$ cat src/rtl/assert_macros.svh
`ifndef ASSERT_MACROS_SVH
`define ASSERT_MACROS_SVH

// same-cycle implication, checked outside reset
`define ASSERT_IMPLY(label, clk, rst, ante, cons) \
  label: assert property (@(posedge clk) disable iff (rst) (ante) |-> (cons)) \
    else $error("implication failed");

// next-cycle implication, checked outside reset
`define ASSERT_NEXT(label, clk, rst, ante, cons) \
  label: assert property (@(posedge clk) disable iff (rst) (ante) |=> (cons)) \
    else $error("next-cycle implication failed");

`endif

$ cat src/rtl/fde_pkg.sv
package fde_pkg;

  localparam int SAMPLE_W         = 8;
  localparam int FRAME_SIDE_W     = 7;
  localparam int MAX_SIDE_DEFAULT = 64;
  localparam logic [FRAME_SIDE_W-1:0] FRAME_SIDE_RESET = 7'd64;

  // per-item control from the front end to the difference stage
  typedef struct packed {
    logic take;
    logic warm;
  } diff_ctl_t;

endpackage

$ cat src/rtl/fde_diff.sv
`include "assert_macros.svh"

module fde_diff (
  input  logic                          clk,
  input  logic                          rst,
  input  fde_pkg::diff_ctl_t            ctl,
  input  logic [fde_pkg::SAMPLE_W-1:0]  sample,
  input  logic [fde_pkg::SAMPLE_W-1:0]  rdata,
  output logic                          busy,
  output logic                          result_valid,
  input  logic                          result_stall,
  output logic                          changed,
  output logic [fde_pkg::SAMPLE_W-1:0]  magnitude,
  output logic                          negative
);

  logic                         s1_valid;
  logic [fde_pkg::SAMPLE_W-1:0] s1_sample;
  logic                         out_load;
  logic                         neg_next;

  assign out_load = s1_valid && (!result_valid || !result_stall);
  assign busy     = s1_valid && result_valid && result_stall;
  assign neg_next = rdata < s1_sample;

  always_ff @(posedge clk) begin
    if (rst) begin
      s1_valid <= 1'b0;
    end else if (ctl.take) begin
      s1_valid <= ctl.warm;
    end else if (out_load) begin
      s1_valid <= 1'b0;
    end
  end

  always_ff @(posedge clk) begin
    if (ctl.take) begin
      s1_sample <= sample;
    end
  end

  always_ff @(posedge clk) begin
    if (rst) begin
      result_valid <= 1'b0;
    end else if (out_load) begin
      result_valid <= 1'b1;
    end else if (!result_stall) begin
      result_valid <= 1'b0;
    end
  end

  always_ff @(posedge clk) begin
    if (out_load) begin
      changed   <= rdata != s1_sample;
      negative  <= neg_next;
      magnitude <= neg_next ? (s1_sample - rdata) : (rdata - s1_sample);
    end
  end

  // a blocked item must sit still until the output frees up
  `ASSERT_NEXT(a_s1_hold, clk, rst, busy, s1_valid && $stable(s1_sample))
  // an unchanged sample carries no difference
  `ASSERT_IMPLY(a_zero_diff, clk, rst, result_valid && !changed,
                magnitude == '0 && !negative)

endmodule

$ cat config.mk
export PLATFORM = sky130hd
export DESIGN_NAME = fde_diff
export DESIGN_NICKNAME = d
export VERILOG_FILES = /design/src/rtl/fde_pkg.sv /design/src/rtl/fde_diff.sv
export VERILOG_INCLUDE_DIRS = /design/src /design/src/rtl
export SDC_FILE = /design/constraint.sdc
export NUM_CORES = 1
export LEC_CHECK = 0
export BUFFER_PORTS_ARGS = -buffer_cell sky130_fd_sc_hd__buf_2
export CELL_PAD_IN_SITES_DETAIL_PLACEMENT = 1
export CELL_PAD_IN_SITES_GLOBAL_PLACEMENT = 1
export CORE_MARGIN = 2
export CORE_UTILIZATION = 35
export CTS_BUF_LIST = sky130_fd_sc_hd__clkbuf_2
export CTS_CLUSTER_DIAMETER = 40
export DETAILED_ROUTE_END_ITERATION = 10
export PLACE_DENSITY_LB_ADDON = 0.15
export RECOVER_POWER = 100
export SETUP_SLACK_MARGIN = 0.3
export SYNTH_ARGS = -nofsm -noshare
export SYNTH_HDL_FRONTEND = slang
export SYNTH_SLANG_ARGS = --single-unit
$ cat constraint.sdc
create_clock -name clk -period 2.1 [get_ports clk]
set_input_delay 0.105 -clock clk [delete_from_list [all_inputs] [get_ports clk]]
set_output_delay 0.105 -clock clk [all_outputs]
set_load 0.02 [all_outputs]
==> flow_metrics.tcl <==
set metrics [dict create \
    place_congestion 0.826 \
    setup_viol 2 \
    r2r_cells 8 \
    drc_errors 0 \
    dr.pass1.iters 4 \
    rsz0062_at_grt "yes" \
    crit_path_end_kind "register" \
    timing.slew.headroom_pct 61.4 \
    vias 1119 \
    syn_area_mm2 0.00141 \
    synth_edf_count 18 \
    htree_levels 1 \
    synth_flop_cell "edfxtp_1" \
    critical_path_class "register to register" \
    cp_max_fo 3 \
    tightestPinTransition_ns 0.579 \
    crit_required_ns 2.22 \
    place_area_mm2 0.00173 \
    startpoint "s1_sample[0]" \
    clock_path_buffers 2 \
    grt_pass1_wl_mm 5.39 \
    setup_tns_ns -0.0213 \
    grt_usage_pct 16.2 \
    clockRootBuffer "clkbuf_2" \
    drtIter0Drc 24 \
    core_area_mm2 0.00394 \
    routed_via_density 4.74 \
    path_cells "ha_2 -> fa_2 -> nand3b_4 -> a21boi_4 -> or2_4 -> inv_6 -> mux2_4 -> xnor2_2" \
    timing.hold.ws_ns 0.0279 \
    min_from "result_stall" \
    wl_mm 3.34 \
    num-nets-final 227 \
    rows 23 \
    start_util_pct 35.7 \
    max-cap-violations 0 \
    grt_pass1_vias 1252 \
    p_leak_nw 0.886 \
    cts.clk_slew.worst_paths_ns 0.19 \
    violations "negative setup slack" \
    hold_depth 3 \
    gr-total-overflow 0 \
    ant_nets 0 \
    dieHeight_um 67.4 \
    grt_max_degree 12 \
    clock_latency_ns 0.34 \
    status "complete, but fails checks" \
    synth.most_common_cell "edfxtp_1" \
    max_clock_freq_mhz 473 \
    antenna_found_initial 0 \
    cts_tree "done" \
    stdcell_area_mm2 0.00204 \
    synthTopCellsByCount "edfxtp_1 (18), ha_1 (17), inv_1 (17)" \
    cts.sinks 20 \
    clock_skew_ns 0.0172 \
    fin_crit_sh_pct 101 \
    worstPathArrival_ns 2.23 \
    startpoint_type "register" \
    fin_crit_ns 2.11 \
    synth_fp_nets 162 \
    antenna_cells 0 \
    synth_seq_cells 20 \
    synth_area_leaders "edfxtp_1 (38%), ha_1 (15%), inv_1 (4.5%), a21oi_1 (3.2%), dfxtp_1 (2.8%)" \
    ios 33 \
    die_w_um 67.4 \
    hold_path.class "input pin to register" \
    slew_viol_final 0 \
    slowest_stage "edfxtp_1" \
    synthToLayoutAreaGrowth_pct 44.5 \
    synthDominantCellAreaShare_pct 38.4 \
    vdd_drop_max_v 0.000240 \
    post_drt_wl_per_cell_um 14.1 \
    io_buffers 32 \
    synthCells 122 \
    final_cells 236 \
    design.die.area_mm2 0.00455 \
    cts_buffers 3 \
    yosysSeqAreaShare_pct 41.2 \
    fin_ws_ns -0.0143 \
    n_fill_cell 450 \
    reg2reg_from "s1_sample[0]" \
    async_reset_ff_share_pct 0 \
    drive_gt1_share_pct 43.0 \
    slowest_delay_ns 0.44 \
    yosys.area.top_type "edfxtp_1" \
    ys_warn_count 0 \
    dp.cells 216 \
    hold_viol_final 0 \
    power_density_mw_per_mm2 563 \
    syn-mean-instance-area_um2 11.5 \
    post_synth_num_cell_types 38 \
    dpl.hpwl_mm 2.42 \
]
## per-layer routing
metal	GRT usage [%]	wire length (um)
met5	0	0
met4	7.91	63
met3	2.67	152
met2	31.4	1770
met1	16.7	1350
## worst max-delay path: cells and delay by family (launching register included)
family,cells,cell delay [ns]
mux,1,0.30
simple gates,2,0.35
flops,1,0.44
fa+ha+maj,2,0.53
xor+xnor,1,0.12
buf+inv,1,0.03
compound gates,1,0.14
## state kept, by name (all words and copies together) (netlist names)
signal,flops
negative,1
result_valid,1
magnitude,8
s1_valid,1
changed,1
s1_sample,8
## metrics by stage
stage,power [W],utilization [%],worst slack [ns]
2_1_floorplan,0.000762,-,-0.126
3_3_place_gp,0.000867,43.8,-0.0995
3_5_place_dp,0.000879,43.8,-0.156
4_1_cts,0.00115,51.7,-0.0109
5_1_grt,0.00121,51.6,-0.0795
6_report,0.00115,51.6,-0.0143
## report_power, final
part	switching (W)	internal [W]	leakage, nW
Sequential	0.0000130	0.000476	0.187
Combinational	0.000225	0.000250	0.682
Clock	0.000133	0.0000504	0.0166
## placed cells by master (no fill, tap or decap), types with 2 or more instances in the layout
| cell | n |
|---|---|
| buf_2 | 19 |
| edfxtp_1 | 18 |
| buf_4 | 18 |
| inv_1 | 16 |
| clkbuf_1 | 14 |
| dlygate4sd3_1 | 10 |
| ha_4 | 7 |
| ha_1 | 7 |
| a21oi_1 | 6 |
| nand2_1 | 5 |
| nor2_1 | 4 |
| clkbuf_2 | 4 |
| buf_6 | 4 |
| a21oi_2 | 3 |
| o21ai_2 | 3 |
| xnor2_1 | 3 |
| o211ai_1 | 3 |
| ha_2 | 3 |
| nor2b_2 | 2 |
| a21o_1 | 2 |
| a21boi_1 | 2 |
| o21a_1 | 2 |
| o32ai_2 | 2 |
| o21ai_0 | 2 |
| mux2_4 | 2 |
| xnor2_2 | 2 |
| mux2i_1 | 2 |
| fa_2 | 2 |
| dfxtp_1 | 2 |
## final cells by class
| cell class | instances | area (um2) | share of cell area, % |
|---|---|---|---|
| timing repair buffer | 65 | 428 | 21.0 |
| tap | 50 | 62.6 | 3.07 |
| multi-input combinational | 79 | 870 | 42.7 |
| clock buffer | 4 | 20.0 | 0.983 |
| sequential | 20 | 581 | 28.5 |
| inverter | 18 | 75.1 | 3.69 |
## final timing paths
path | end | slack [ns]
setup / recovery | magnitude[3] | -0.01
hold / removal | result_valid | 0.03
setup reg to reg | magnitude[3] | -0.01
hold reg to reg | result_valid | 0.52
## cells by family (layout without fill, tap and decap cells)
group	count (synthesis)	count (layout)	share of synthesized area, %
AOI/OAI and AO/OA	31	31	16.9
xor gates and xnor gates	6	6	4.26
adders and majority gates	19	19	17.9
and+or+nand+nor	19	19	7.82
buffers and inverters	23	87	8.35
muxes	4	4	3.55
DFF	20	20	41.2
## what timing repair did
| item | 4_1_cts | 5_1_grt |
|---|---|---|
| setup buffers | 6 | 0 |
| pin swaps | 10 | 2 |
| setup endpoints to repair | 8 | 8 |
| resized for setup | 27 | 4 |
| hold buffers | 9 | 1 |
| hold endpoints to repair | 10 | 1 |
No activity file was read; power rests on OpenSTA's default activity.
